==> src/rtl/fmat_pkg.sv <==
// Package for the first-match address translation block.
// Holds the command codes, the queued item and table entry types, and the sizing constants.
// No dependencies; every other file imports it.
`default_nettype none

package fmat_pkg;

  // Table size and derived widths.
  localparam int MAX_ENTRIES = 64;
  localparam int ADDR_W      = (MAX_ENTRIES > 1) ? $clog2(MAX_ENTRIES) : 1;
  localparam int CNT_W       = $clog2(MAX_ENTRIES + 1);

  // Depth of the queue between the front and the back.
  localparam int QUEUE_DEPTH = 2;

  // Stream widths.
  localparam int S_DATA_W = 216;
  localparam int M_DATA_W = 48;

  // Command codes as they arrive on the input tuser.
  localparam logic [1:0] CMD_LOOKUP = 2'd0;
  localparam logic [1:0] CMD_APPEND = 2'd1;
  localparam logic [1:0] CMD_CLEAR  = 2'd2;

  // Classified operation carried through the queue.
  typedef enum logic [1:0] {
    OP_LOOKUP = 2'd0,
    OP_APPEND = 2'd1,
    OP_CLEAR  = 2'd2,
    OP_NONE   = 2'd3
  } op_t;

  // One translation entry as stored in the table.
  typedef struct packed {
    logic [31:0] match_ip;
    logic [15:0] match_port;
    logic [31:0] net_base;
    logic [5:0]  net_prefix;
    logic [31:0] out_ip;
    logic [15:0] out_port;
  } entry_t;

  // One classified item waiting for the back.
  typedef struct packed {
    op_t         op;
    logic [31:0] client_ip;
    logic [31:0] dest_ip;
    logic [15:0] dest_port;
    entry_t      rule;
  } item_t;

endpackage

`default_nettype wire

==> src/rtl/fmat_front.sv <==
// Front of the translation block: accepts input transfers and classifies the command.
// Depends on fmat_pkg for the command codes and the item type.
`default_nettype none

module fmat_front
  import fmat_pkg::*;
(
  input  wire logic                clk,
  input  wire logic                rst,
  input  wire logic                s_tvalid,
  output logic                     s_tready,
  // client_ip, dest_ip, dest_port, rule_match_ip, rule_match_port, rule_net_base,
  // rule_net_prefix, rule_out_ip, rule_out_port, then two zero bits
  input  wire logic [S_DATA_W-1:0] s_tdata,
  // command
  input  wire logic [1:0]          s_tuser,
  output logic                     push_valid,
  input  wire logic                push_ready,
  output item_t                    push_item
);

  logic  held;
  item_t item;
  op_t   op_dec;

  // Map the raw command code onto an operation.
  always_comb begin
    case (s_tuser)
      CMD_LOOKUP: op_dec = OP_LOOKUP;
      CMD_APPEND: op_dec = OP_APPEND;
      CMD_CLEAR:  op_dec = OP_CLEAR;
      default:    op_dec = OP_NONE;
    endcase
  end

  // One holding register; it refills in the cycle it drains.
  assign s_tready   = !held || push_ready;
  assign push_valid = held;
  assign push_item  = item;

  always_ff @(posedge clk) begin
    if (rst) begin
      held <= 1'b0;
    end else if (s_tready) begin
      held <= s_tvalid;
    end
  end

  // Unpack the payload into the item register.
  always_ff @(posedge clk) begin
    if (s_tvalid && s_tready) begin
      item.op              <= op_dec;
      item.client_ip       <= s_tdata[31:0];
      item.dest_ip         <= s_tdata[63:32];
      item.dest_port       <= s_tdata[79:64];
      item.rule.match_ip   <= s_tdata[111:80];
      item.rule.match_port <= s_tdata[127:112];
      item.rule.net_base   <= s_tdata[159:128];
      item.rule.net_prefix <= s_tdata[165:160];
      item.rule.out_ip     <= s_tdata[197:166];
      item.rule.out_port   <= s_tdata[213:198];
    end
  end

endmodule

`default_nettype wire

==> config.mk <==
export PLATFORM = sky130hd
export DESIGN_NAME = fmat_front
export DESIGN_NICKNAME = d
export VERILOG_FILES = /design/src/rtl/fmat_pkg.sv /design/src/rtl/fmat_front.sv
export SDC_FILE = /design/constraint.sdc
export NUM_CORES = 1
export LEC_CHECK = 0
export BUFFER_PORTS_ARGS = -buffer_cell sky130_fd_sc_hd__buf_2
export CAP_MARGIN = 20
export CORE_AREA = 2 2 171 173
export CTS_CLUSTER_SIZE = 28
export DETAILED_ROUTE_END_ITERATION = 8
export DIE_AREA = 0 0 173 175
export PLACE_DENSITY_LB_ADDON = 0.3
export SKIP_CTS_REPAIR_TIMING = 1
export SLEW_MARGIN = 25
export SYNTH_ARGS = -nofsm -noshare
export SYNTH_HDL_FRONTEND = slang
export SYNTH_SLANG_ARGS = --single-unit
export TNS_END_PERCENT = 30
==> constraint.sdc <==
create_clock -name clk -period 2.4 [get_ports clk]
set_input_delay 0.12 -clock clk [delete_from_list [all_inputs] [get_ports clk]]
set_output_delay 0.12 -clock clk [all_outputs]
set_load 0.01 [all_outputs]
==> results_dict.tcl <==
set metrics [dict create \
    synth_fa_ha_area_frac 0 \
    fp-row-count 62 \
    holdPathEnd "push_item[53]$_DFFE_PP_" \
    cp-start-kind "flip-flop" \
    arrival_ps 1690 \
    hold_ws_ps 187 \
    cp_top_family "simple AND/OR/NAND/NOR gates" \
    syn_nets 445 \
    hold-path-cell-count 2 \
    regArea_mm2 0.00651 \
    vias_per_cell 3.76 \
    netlist_instances 223 \
    drive_gt1_frac 0.516 \
    p_per_area_mw_per_mm2 739 \
    nFillCells 2555 \
    routed_wirelength_um 20700 \
    synth_area_mm2 0.00655 \
    fin_cells 1310 \
    drcViolationCount 0 \
    cpMaxStageDelayCell "and2_4" \
    rrSetupSlack_ps 890 \
    critPathMaxFanout 61 \
    seq_area_frac_synth 0.994 \
    slowest_delay_ps 370 \
    via_count 4927 \
    report.final.slew_viol_count 0 \
    grt_first_pass_wirelength_um 25300 \
    syn_to_final_growth_pct 87.0 \
    p_leak_nw 5.16 \
    die_x_um 173 \
    synthSimpleGateAreaFrac 0.00344 \
    min_from "s_tvalid" \
    reg2reg_to "push_item[9]$_DFFE_PP_" \
    grt-ovfl-total 0 \
    cts.path.max_buffers 3 \
    synth.area.mux_share 0 \
    synth-compound-area-share 0.00134 \
    end_kind "flip-flop" \
    syn_avg_cell_area_um2 29.4 \
    diodes 0 \
    synth-xor-area-share 0 \
    grt_usage 0.111 \
    p_clk_frac 0.402 \
    clkTransAtPathRegs_ps 60 \
    place_ws_ps 891 \
    cts_tree "yes" \
    finalCritPeriodShare 0.630 \
    sw_frac_of_total 0.211 \
    grt_max_degree 62 \
    grt_pass1_vias 4164 \
    place_inst 1047 \
    fp.dieArea_mm2 0.0303 \
    timing.fmax_ghz 0.662 \
    outcome "finished, final reports clean" \
    tns_ps 0 \
    hpwl_um 13600 \
    antenna_found_initial 0 \
    place.gp.congestion 0.743 \
    reg2regPathDepth 3 \
    setup_viol 0 \
    hold_viol 0 \
    ant_nets 0 \
    period_needed_ps 1510 \
    fin_skew_ps 5.26 \
    ys.warnings.count 0 \
    slew_headroom 0.764 \
    ctsRootBufferMaster "clkbuf_16" \
    tightest_slew_ps 355 \
    path_cells "nand2b_4 > and2_4 > buf_12" \
    timing.rr.start "push_valid$_SDFFE_PP0P_" \
    pwr-share-comb 0.102 \
    initial_core_util 0.231 \
    die_h_um 175 \
    clock_latency_ps 510 \
    min_path_type "input pin to flip-flop" \
    intPower_w 0.00714 \
    crit_type "flip-flop to flip-flop" \
    critical_path_buf_inv_count 1 \
    top_level_ports 440 \
    port_buffers 437 \
    critPathRequiredTime_ps 2580 \
    fin_nets 1130 \
    multi_input_area_um2 31.3 \
    p_switching_w 0.00191 \
    seq_power_share 0.496 \
    setup_ws_ps 889 \
    core_area_mm2 0.0284 \
    first_pass_iters 4 \
    cts_max_level 1 \
    irDropWorstVdd_v 0.000577 \
    clock-sinks 217 \
    synth_top_family_by_area "simple AND/OR/NAND/NOR gates" \
    wl_per_cell_um 15.8 \
    drt_iter0_drc 248 \
    yosysUniqueCellTypes 7 \
    ys_ff_latch 217 \
    rsz0062_at_grt "no" \
    cts_buffers 25 \
    maxCapViolCount 0 \
]
state kept, by name (all words and copies together), names as in the netlist:
| register | count |
|---|---|
| push_item | 216 |
| push_valid | 1 |
power by group through the flow:
stage	Clock (W)	Combinational (W)	Sequential, W
finish	0.00364	0.000922	0.00449
global placement	0	0.000636	0.00456
detailed placement	0	0.000643	0.00457
CTS	0.00377	0.000643	0.00449
global route	0.00393	0.000988	0.00451
floorplan	0	0.0000709	0.00470
cells in the mapped netlist:
cell type  count  area, um2
dfxtp_1        1       20.0
edfxtp_1     216       6490
and2_4         1       8.76
clkbuf_1       2       7.51
a21oi_2        1       8.76
inv_1          1       3.75
nand2b_4       1       13.8
cell usage in the layout, fill, tap and decap left out, drive strengths merged:
cell / instances
clkbuf: 38
inv: 1
nand2b: 1
and2: 1
clkinv: 4
bufinv: 2
clkinvlp: 1
buf: 442
edfxtp: 216
dfxtp: 1
a21oi: 1
dlygate4sd3: 218
per-layer routing:
| metal | vias up | global-route usage | share of wire |
|---|---|---|---|
| met1 | 2316 | 0.117 | 0.36 |
| met5 | - | 0 | 0 |
| met2 | 290 | 0.191 | 0.52 |
| met4 | 0 | 0.0526 | 0.024 |
| li1 | 2282 | - | - |
| met3 | 39 | 0.0481 | 0.093 |
how the worst max path moves through the flow:
stage / from / endpoint / slack, ps / cells after the start
floorplan: push_valid$_SDFFE_PP0P_ / push_item[0]$_DFFE_PP_ / 3 / 2
global placement: push_valid$_SDFFE_PP0P_ / push_item[132]$_DFFE_PP_ / 910 / 3
detailed placement: push_valid$_SDFFE_PP0P_ / push_item[27]$_DFFE_PP_ / 890 / 3
CTS: push_valid$_SDFFE_PP0P_ / push_item[27]$_DFFE_PP_ / 880 / 3
global route: push_valid$_SDFFE_PP0P_ / push_item[132]$_DFFE_PP_ / 820 / 3
finish: push_valid$_SDFFE_PP0P_ / push_item[9]$_DFFE_PP_ / 890 / 3
final cells by class:
class,count,area share
Clock inverter,7,0.00695
Clock buffer,38,0.0567
Timing Repair Buffer,660,0.363
Multi-Input combinational cell,3,0.00255
Tap cell,384,0.0392
Sequential cell,217,0.531
Inverter,1,0.000306
through the flow:
stage          area (um2)  power [W]  utilization
6_report            12200    0.00905        0.431
5_1_grt             12200    0.00942        0.431
4_1_cts             10100    0.00890        0.354
3_5_place_dp         9290    0.00521        0.327
3_3_place_gp         9290    0.00520        0.327
2_1_floorplan        6550    0.00477            -
cell families after synthesis:
family / count (synthesis)
DFF: 217
buffers and inverters: 3
and+or+nand+nor: 2
AOI/OAI and AO/OA: 1
No activity file was read; power rests on OpenSTA's default activity.
