--- src/rtl/fmat_pkg.sv ---
// Package for the first-match address translation block.
// Holds the command codes, the queued item and table entry types, and the sizing constants.
// No dependencies; every other file imports it.
`default_nettype none

package fmat_pkg;

  // Table size and derived widths.
  localparam int MAX_ENTRIES = 64;
  localparam int ADDR_W      = (MAX_ENTRIES > 1) ? $clog2(MAX_ENTRIES) : 1;
  localparam int CNT_W       = $clog2(MAX_ENTRIES + 1);

  // Depth of the queue between the front and the back.
  localparam int QUEUE_DEPTH = 2;

  // Stream widths.
  localparam int S_DATA_W = 216;
  localparam int M_DATA_W = 48;

  // Command codes as they arrive on the input tuser.
  localparam logic [1:0] CMD_LOOKUP = 2'd0;
  localparam logic [1:0] CMD_APPEND = 2'd1;
  localparam logic [1:0] CMD_CLEAR  = 2'd2;

  // Classified operation carried through the queue.
  typedef enum logic [1:0] {
    OP_LOOKUP = 2'd0,
    OP_APPEND = 2'd1,
    OP_CLEAR  = 2'd2,
    OP_NONE   = 2'd3
  } op_t;

  // One translation entry as stored in the table.
  typedef struct packed {
    logic [31:0] match_ip;
    logic [15:0] match_port;
    logic [31:0] net_base;
    logic [5:0]  net_prefix;
    logic [31:0] out_ip;
    logic [15:0] out_port;
  } entry_t;

  // One classified item waiting for the back.
  typedef struct packed {
    op_t         op;
    logic [31:0] client_ip;
    logic [31:0] dest_ip;
    logic [15:0] dest_port;
    entry_t      rule;
  } item_t;

endpackage

`default_nettype wire

--- src/rtl/fmat_queue.sv ---
// Short FIFO between the front and the back of the translation block.
// Depends on fmat_pkg for the item type and the queue depth.
`default_nettype none

module fmat_queue
  import fmat_pkg::*;
(
  input  wire logic  clk,
  input  wire logic  rst,
  input  wire logic  in_valid,
  output logic       in_ready,
  input  wire item_t in_item,
  output logic       out_valid,
  input  wire logic  out_ready,
  output item_t      out_item
);

  localparam int PTR_W = (QUEUE_DEPTH > 1) ? $clog2(QUEUE_DEPTH) : 1;
  localparam int QCNT_W = $clog2(QUEUE_DEPTH + 1);

  item_t             slots [QUEUE_DEPTH];
  logic [PTR_W-1:0]  wr_ptr;
  logic [PTR_W-1:0]  rd_ptr;
  logic [QCNT_W-1:0] fill;
  logic              do_push;
  logic              do_pop;

  assign in_ready  = (fill != QCNT_W'(QUEUE_DEPTH));
  assign out_valid = (fill != '0);
  assign out_item  = slots[rd_ptr];
  assign do_push   = in_valid && in_ready;
  assign do_pop    = out_valid && out_ready;

  // Pointers and fill level.
  always_ff @(posedge clk) begin
    if (rst) begin
      wr_ptr <= '0;
      rd_ptr <= '0;
      fill   <= '0;
    end else begin
      if (do_push) begin
        wr_ptr <= (wr_ptr == PTR_W'(QUEUE_DEPTH - 1)) ? '0 : wr_ptr + 1'b1;
      end
      if (do_pop) begin
        rd_ptr <= (rd_ptr == PTR_W'(QUEUE_DEPTH - 1)) ? '0 : rd_ptr + 1'b1;
      end
      if (do_push && !do_pop) begin
        fill <= fill + 1'b1;
      end else if (!do_push && do_pop) begin
        fill <= fill - 1'b1;
      end
    end
  end

  // Slot storage.
  always_ff @(posedge clk) begin
    if (do_push) begin
      slots[wr_ptr] <= in_item;
    end
  end

endmodule

`default_nettype wire

--- config.mk ---
export PLATFORM = sky130hd
export DESIGN_NAME = fmat_queue
export DESIGN_NICKNAME = d
export VERILOG_FILES = /design/src/rtl/fmat_pkg.sv /design/src/rtl/fmat_queue.sv
export SDC_FILE = /design/constraint.sdc
export NUM_CORES = 1
export LEC_CHECK = 0
export ABC_AREA = 1
export BUFFER_PORTS_ARGS = -buffer_cell sky130_fd_sc_hd__buf_2
export CAP_MARGIN = 40
export CORE_MARGIN = 2
export CORE_UTILIZATION = 40
export CTS_CLUSTER_SIZE = 28
export DETAILED_ROUTE_END_ITERATION = 6
export SLEW_MARGIN = 20
export SYNTH_ARGS = -nofsm -noshare
export SYNTH_HDL_FRONTEND = slang
export SYNTH_SLANG_ARGS = --single-unit
export TNS_END_PERCENT = 30
--- constraint.sdc ---
create_clock -name clk -period 16.5 [get_ports clk]
set_input_delay 3.3 -clock clk [delete_from_list [all_inputs] [get_ports clk]]
set_output_delay 3.3 -clock clk [all_outputs]
set_load 0.02 [all_outputs]
==> report_table.html <==
<table>
<tr><th>Metric</th><th>Value</th></tr>
<tr><th colspan="2">Clock tree</th></tr>
<tr><td>Clk sinks</td><td>437</td></tr>
<tr><td>Clock tree from TritonCTS</td><td>built</td></tr>
<tr><td>Worst-case clock buffer depth</td><td>3</td></tr>
<tr><td>Setup Buffers After CTS</td><td>0</td></tr>
<tr><td>Post-cts resize count</td><td>0</td></tr>
<tr><td>Clock-pin slew on the worst setup and hold paths</td><td>0.06 ns</td></tr>
<tr><td>Number of H-tree levels</td><td>2</td></tr>
<tr><td>TritonCTS Buffers</td><td>45</td></tr>
<tr><td>Hold-fix buffers at CTS</td><td>0</td></tr>
<tr><td>Root buffer selected by CTS</td><td>sky130_fd_sc_hd__clkbuf_16</td></tr>
<tr><td>Insertion delay to the later sink of the worst-skew pair</td><td>~0.56 ns</td></tr>
<tr><th colspan="2">Route</th></tr>
<tr><td>Vias post-DR</td><td>between 8000 and 9000</td></tr>
<tr><td>Count of nets left with antenna violations after detail routing</td><td>0</td></tr>
<tr><td>Average wire per cell in the routed design</td><td>just under 20 microns</td></tr>
<tr><td>Post-detailed-route via-to-cell ratio</td><td>approximately 4.7</td></tr>
<tr><td>Number of DRC violations after detailed routing</td><td>0</td></tr>
<tr><td>Starting DRC count in detailed routing</td><td>399</td></tr>
<tr><td>Detailed-router iteration count before antenna repair</td><td>6</td></tr>
<tr><td>Total wirelength of the detailed-routed design</td><td>34420 microns</td></tr>
<tr><th colspan="2">Final layout</th></tr>
<tr><td>Fraction of final layout cells with drive strength greater than 1</td><td>59.93%</td></tr>
<tr><td>Number of standard cells in the final layout excluding fillers</td><td>approximately 1800</td></tr>
<tr><td>Count of fill cells added during filler insertion</td><td>approximately 3400</td></tr>
<tr><td>Area added between synthesis and finish</td><td>26.55%</td></tr>
<tr><td>Layout net count</td><td>~1400</td></tr>
<tr><td>Design Area, Final</td><td>0.02075 sq mm</td></tr>
<tr><th colspan="2">Global route</th></tr>
<tr><td>Global-route wire length before repair</td><td>about 49000 microns</td></tr>
<tr><td>GRT overflow</td><td>0</td></tr>
<tr><td>Number of global-route vias before repair</td><td>8408</td></tr>
<tr><td>Initial antenna violation count</td><td>9</td></tr>
<tr><td>All-Layer GR Usage</td><td>between 15 and 20%</td></tr>
<tr><td>Maximum number of pins on one net before global-route repair</td><td>53</td></tr>
<tr><th colspan="2">Power</th></tr>
<tr><td>Power density cells</td><td>157.5 mW/mm^2</td></tr>
<tr><td>Leakage power</td><td>7.998 nW</td></tr>
<tr><td>Peak VDD IR</td><td>96.10 uV</td></tr>
<tr><th colspan="2">Place</th></tr>
<tr><td>DP HPWL</td><td>23820 microns</td></tr>
<tr><td>Weighted congestion reported at the end of routability-driven placement</td><td>0.7495</td></tr>
<tr><td>IO buf count</td><td>437</td></tr>
<tr><td>Pre-CTS setup slack</td><td>10.16 ns</td></tr>
<tr><td>Dpl cells</td><td>1671</td></tr>
<tr><td>Area post-placement</td><td>0.01932 sq mm</td></tr>
<tr><th colspan="2">Setup path</th></tr>
<tr><td>Startpoint kind of the worst setup timing path</td><td>register</td></tr>
<tr><td>Number of buffers and inverters on the critical path</td><td>5</td></tr>
<tr><td>Ordered cell list for the critical path</td><td>buf_4, buf_16, buf_4, buf_16, mux2_4, buf_2</td></tr>
<tr><td>Critical path capture point type</td><td>primary output</td></tr>
<tr><td>Largest delay share family, worst path</td><td>buffers and inverters</td></tr>
<tr><td>Critical path peak fanout</td><td>49</td></tr>
<tr><td>Worst path arrival time</td><td>3.39 ns</td></tr>
<tr><td>Required time of the critical path</td><td>13.20 ns</td></tr>
<tr><td>Slowest stage cell, crit path</td><td>sky130_fd_sc_hd__dfxtp_4</td></tr>
<tr><td>Worst Setup Path Type</td><td>reg -&gt; out</td></tr>
<tr><td>Worst stage delay on the critical path</td><td>between 0.8 and 0.9 ns</td></tr>
<tr><th colspan="2">STA</th></tr>
<tr><td>Count of endpoints failing setup in the final report</td><td>0</td></tr>
<tr><td>Hold violation count in the final report</td><td>0</td></tr>
<tr><td>Final critical-path required period</td><td>6.693 ns</td></tr>
<tr><td>Share of the cycle needed by the critical path after routing</td><td>40.56%</td></tr>
<tr><td>Setup TNS</td><td>0 ns</td></tr>
<tr><td>Pins over their slew limit</td><td>0</td></tr>
<tr><td>Max-slew headroom</td><td>49.35%</td></tr>
<tr><td>Slew of the pin with the lowest slew margin</td><td>0.7597 ns</td></tr>
<tr><td>Setup repair after global routing missed its margin</td><td>false</td></tr>
<tr><td>Final setup slack of the worst path</td><td>9.807 ns</td></tr>
<tr><td>Highest clock frequency the design can meet</td><td>149.4 MHz</td></tr>
<tr><td>Worst Skew</td><td>0.01189 ns</td></tr>
<tr><th colspan="2">Logic synthesis</th></tr>
<tr><td>Post-Synthesis Cells</td><td>709</td></tr>
<tr><td>Yosys warning total</td><td>0</td></tr>
<tr><td>Mean instance size in the synthesized netlist</td><td>between 20 and 25 sq um</td></tr>
<tr><td>Unique cell type count in the Yosys netlist</td><td>14</td></tr>
<tr><td>Syn Nets</td><td>930</td></tr>
<tr><td>Flops &amp; latches, synth</td><td>roughly 440</td></tr>
<tr><td>Sequential share of the synthesized area</td><td>79.73%</td></tr>
<tr><td>Synth Cell Area</td><td>0.01640 sq mm</td></tr>
<tr><th colspan="2">Floorplanning</th></tr>
<tr><td>Total Die Area</td><td>0.04263 sq mm</td></tr>
<tr><td>Placement row count</td><td>74</td></tr>
<tr><td>Core area</td><td>a little over 0.04 sq mm</td></tr>
<tr><td>Initial cell density of the core</td><td>around 40%</td></tr>
<tr><td>IO Pins</td><td>438</td></tr>
<tr><td>Height of the die</td><td>206.5 microns</td></tr>
<tr><td>Horizontal die dimension</td><td>206.5 microns</td></tr>
<tr><th colspan="2">Flow run</th></tr>
<tr><td>Number of violations of the max-capacitance limit</td><td>0</td></tr>
<tr><th colspan="2">Status</th></tr>
<tr><td>Run status</td><td>completed</td></tr>
<tr><th colspan="2">Hold path</th></tr>
<tr><td>Class of the tightest hold or removal check</td><td>reg -&gt; reg</td></tr>
</table>
[state kept, by name, summed over array words and instances, names as in the netlist, named ones only]
register / flops
slots: 432
wr_ptr: 1
fill: 2
rd_ptr: 1
[layer usage]
| layer | share of wire (%) | up-vias | global-route usage (%) | wire length [microns] |
|---|---|---|---|---|
| li1 | - | 3782 | - | - |
| met1 | 39 | 4031 | 18.72 | 13510 |
| met2 | 49 | 312 | 25.41 | 16910 |
| met3 | 9.3 | 60 | 6.102 | 3194 |
| met4 | 2.2 | 6 | 5.000 | 773 |
| met5 | 0.093 | - | 0 | 32 |
[worst min-delay path, stage by stage, from the launching register on]
cell	delay, ns
sky130_fd_sc_hd__dfxtp_1	0.32
sky130_fd_sc_hd__a21oi_1	0.05
sky130_fd_sc_hd__nor2_1	0.10
[metrics by stage]
step	hold slack, ns	utilization, %	power (W)
after floorplan	0.4645	-	0.002123
after global placement	0.4798	47.01	0.002318
after detailed placement	0.5008	47.53	0.002349
after CTS	0.5150	50.95	0.003314
after global routing	0.5530	51.03	0.003408
final	0.5088	51.05	0.003267
[cell usage in the layout (no fill, tap or decap)]
cell and n:
sky130_fd_sc_hd__clkinv_1 11, sky130_fd_sc_hd__nor2_4 2, sky130_fd_sc_hd__inv_6 3, sky130_fd_sc_hd__buf_2 437
sky130_fd_sc_hd__buf_16 8, sky130_fd_sc_hd__dfxtp_4 1, sky130_fd_sc_hd__clkbuf_1 13, sky130_fd_sc_hd__nand2_1 9
sky130_fd_sc_hd__nand4_1 1, sky130_fd_sc_hd__buf_12 1, sky130_fd_sc_hd__edfxtp_1 432, sky130_fd_sc_hd__mux2_4 140
sky130_fd_sc_hd__ha_1 1, sky130_fd_sc_hd__nand3_1 2, sky130_fd_sc_hd__inv_1 8, sky130_fd_sc_hd__clkinv_2 6
sky130_fd_sc_hd__mux2_2 76, sky130_fd_sc_hd__o21ai_0 2, sky130_fd_sc_hd__buf_4 9, sky130_fd_sc_hd__clkinvlp_4 1
sky130_fd_sc_hd__dfxtp_1 4, sky130_fd_sc_hd__bufinv_16 2, sky130_fd_sc_hd__diode_2 4, sky130_fd_sc_hd__a21oi_1 2
sky130_fd_sc_hd__clkbuf_16 47, sky130_fd_sc_hd__nor2_1 5
[power by group]
group | switching [W] | leakage (nW) | total (W) | internal (W)
Clock | 0.000400 | 0.677 | 0.000954 | 0.000554
Sequential | 0.0000501 | 4.07 | 0.00145 | 0.00140
Combinational | 0.000493 | 3.25 | 0.000860 | 0.000367
[Yosys cell counts]
cell                         n  area, sq um
sky130_fd_sc_hd__buf_2       7        35.03
sky130_fd_sc_hd__nand2_1     9        33.78
sky130_fd_sc_hd__a21oi_1     2        10.01
sky130_fd_sc_hd__buf_6      17        191.4
sky130_fd_sc_hd__mux2_4    140         2102
sky130_fd_sc_hd__nor2_1      7        26.28
sky130_fd_sc_hd__ha_1        1        12.51
sky130_fd_sc_hd__nand4_1     1        6.260
sky130_fd_sc_hd__o21ai_0     2        10.01
sky130_fd_sc_hd__nand3_1     2        10.01
sky130_fd_sc_hd__inv_1       8        30.03
sky130_fd_sc_hd__edfxtp_1  432        12970
sky130_fd_sc_hd__mux2_2     76        855.8
sky130_fd_sc_hd__dfxtp_1     5        100.1
[cell families after synthesis]
kind of cell               count (synthesis)  share of synthesized area [%]
buffers and inverters                     32                          1.564
muxes                                    216                          18.04
DFF                                      437                          79.73
AOI/OAI and AO/OA                          4                         0.1221
and+or+nand+nor                           19                         0.4655
adders and majority gates                  1                        0.07630
[layout make-up]
cell class | count | area, sq um | area share, %
clock inverters | 23 | 165.2 | 0.7960
flip-flops and latches | 437 | 13080 | 63.02
well taps | 532 | 665.6 | 3.208
diodes | 4 | 10.01 | 0.04824
clock buffers | 60 | 1225 | 5.904
inverters | 8 | 30.03 | 0.1447
multi-input cells | 240 | 3082 | 14.85
repair buffers | 455 | 2495 | 12.02
[path summary, 6_finish.rpt]
path | from | end | slack [ns] | depth (start not counted)
setup / recovery | register | out_item[162] | 9.81 | 6
hold / removal | rd_ptr$_SDFFE_PP0P_ | register | 0.51 | 2
setup reg to reg | fill[0]$_SDFFE_PP0P_ | slots[1][80]$_DFFE_PP_ | 13.93 | 8
hold reg to reg | rd_ptr$_SDFFE_PP0P_ | register | 0.51 | 2
Power figures use the tool's default switching activity.
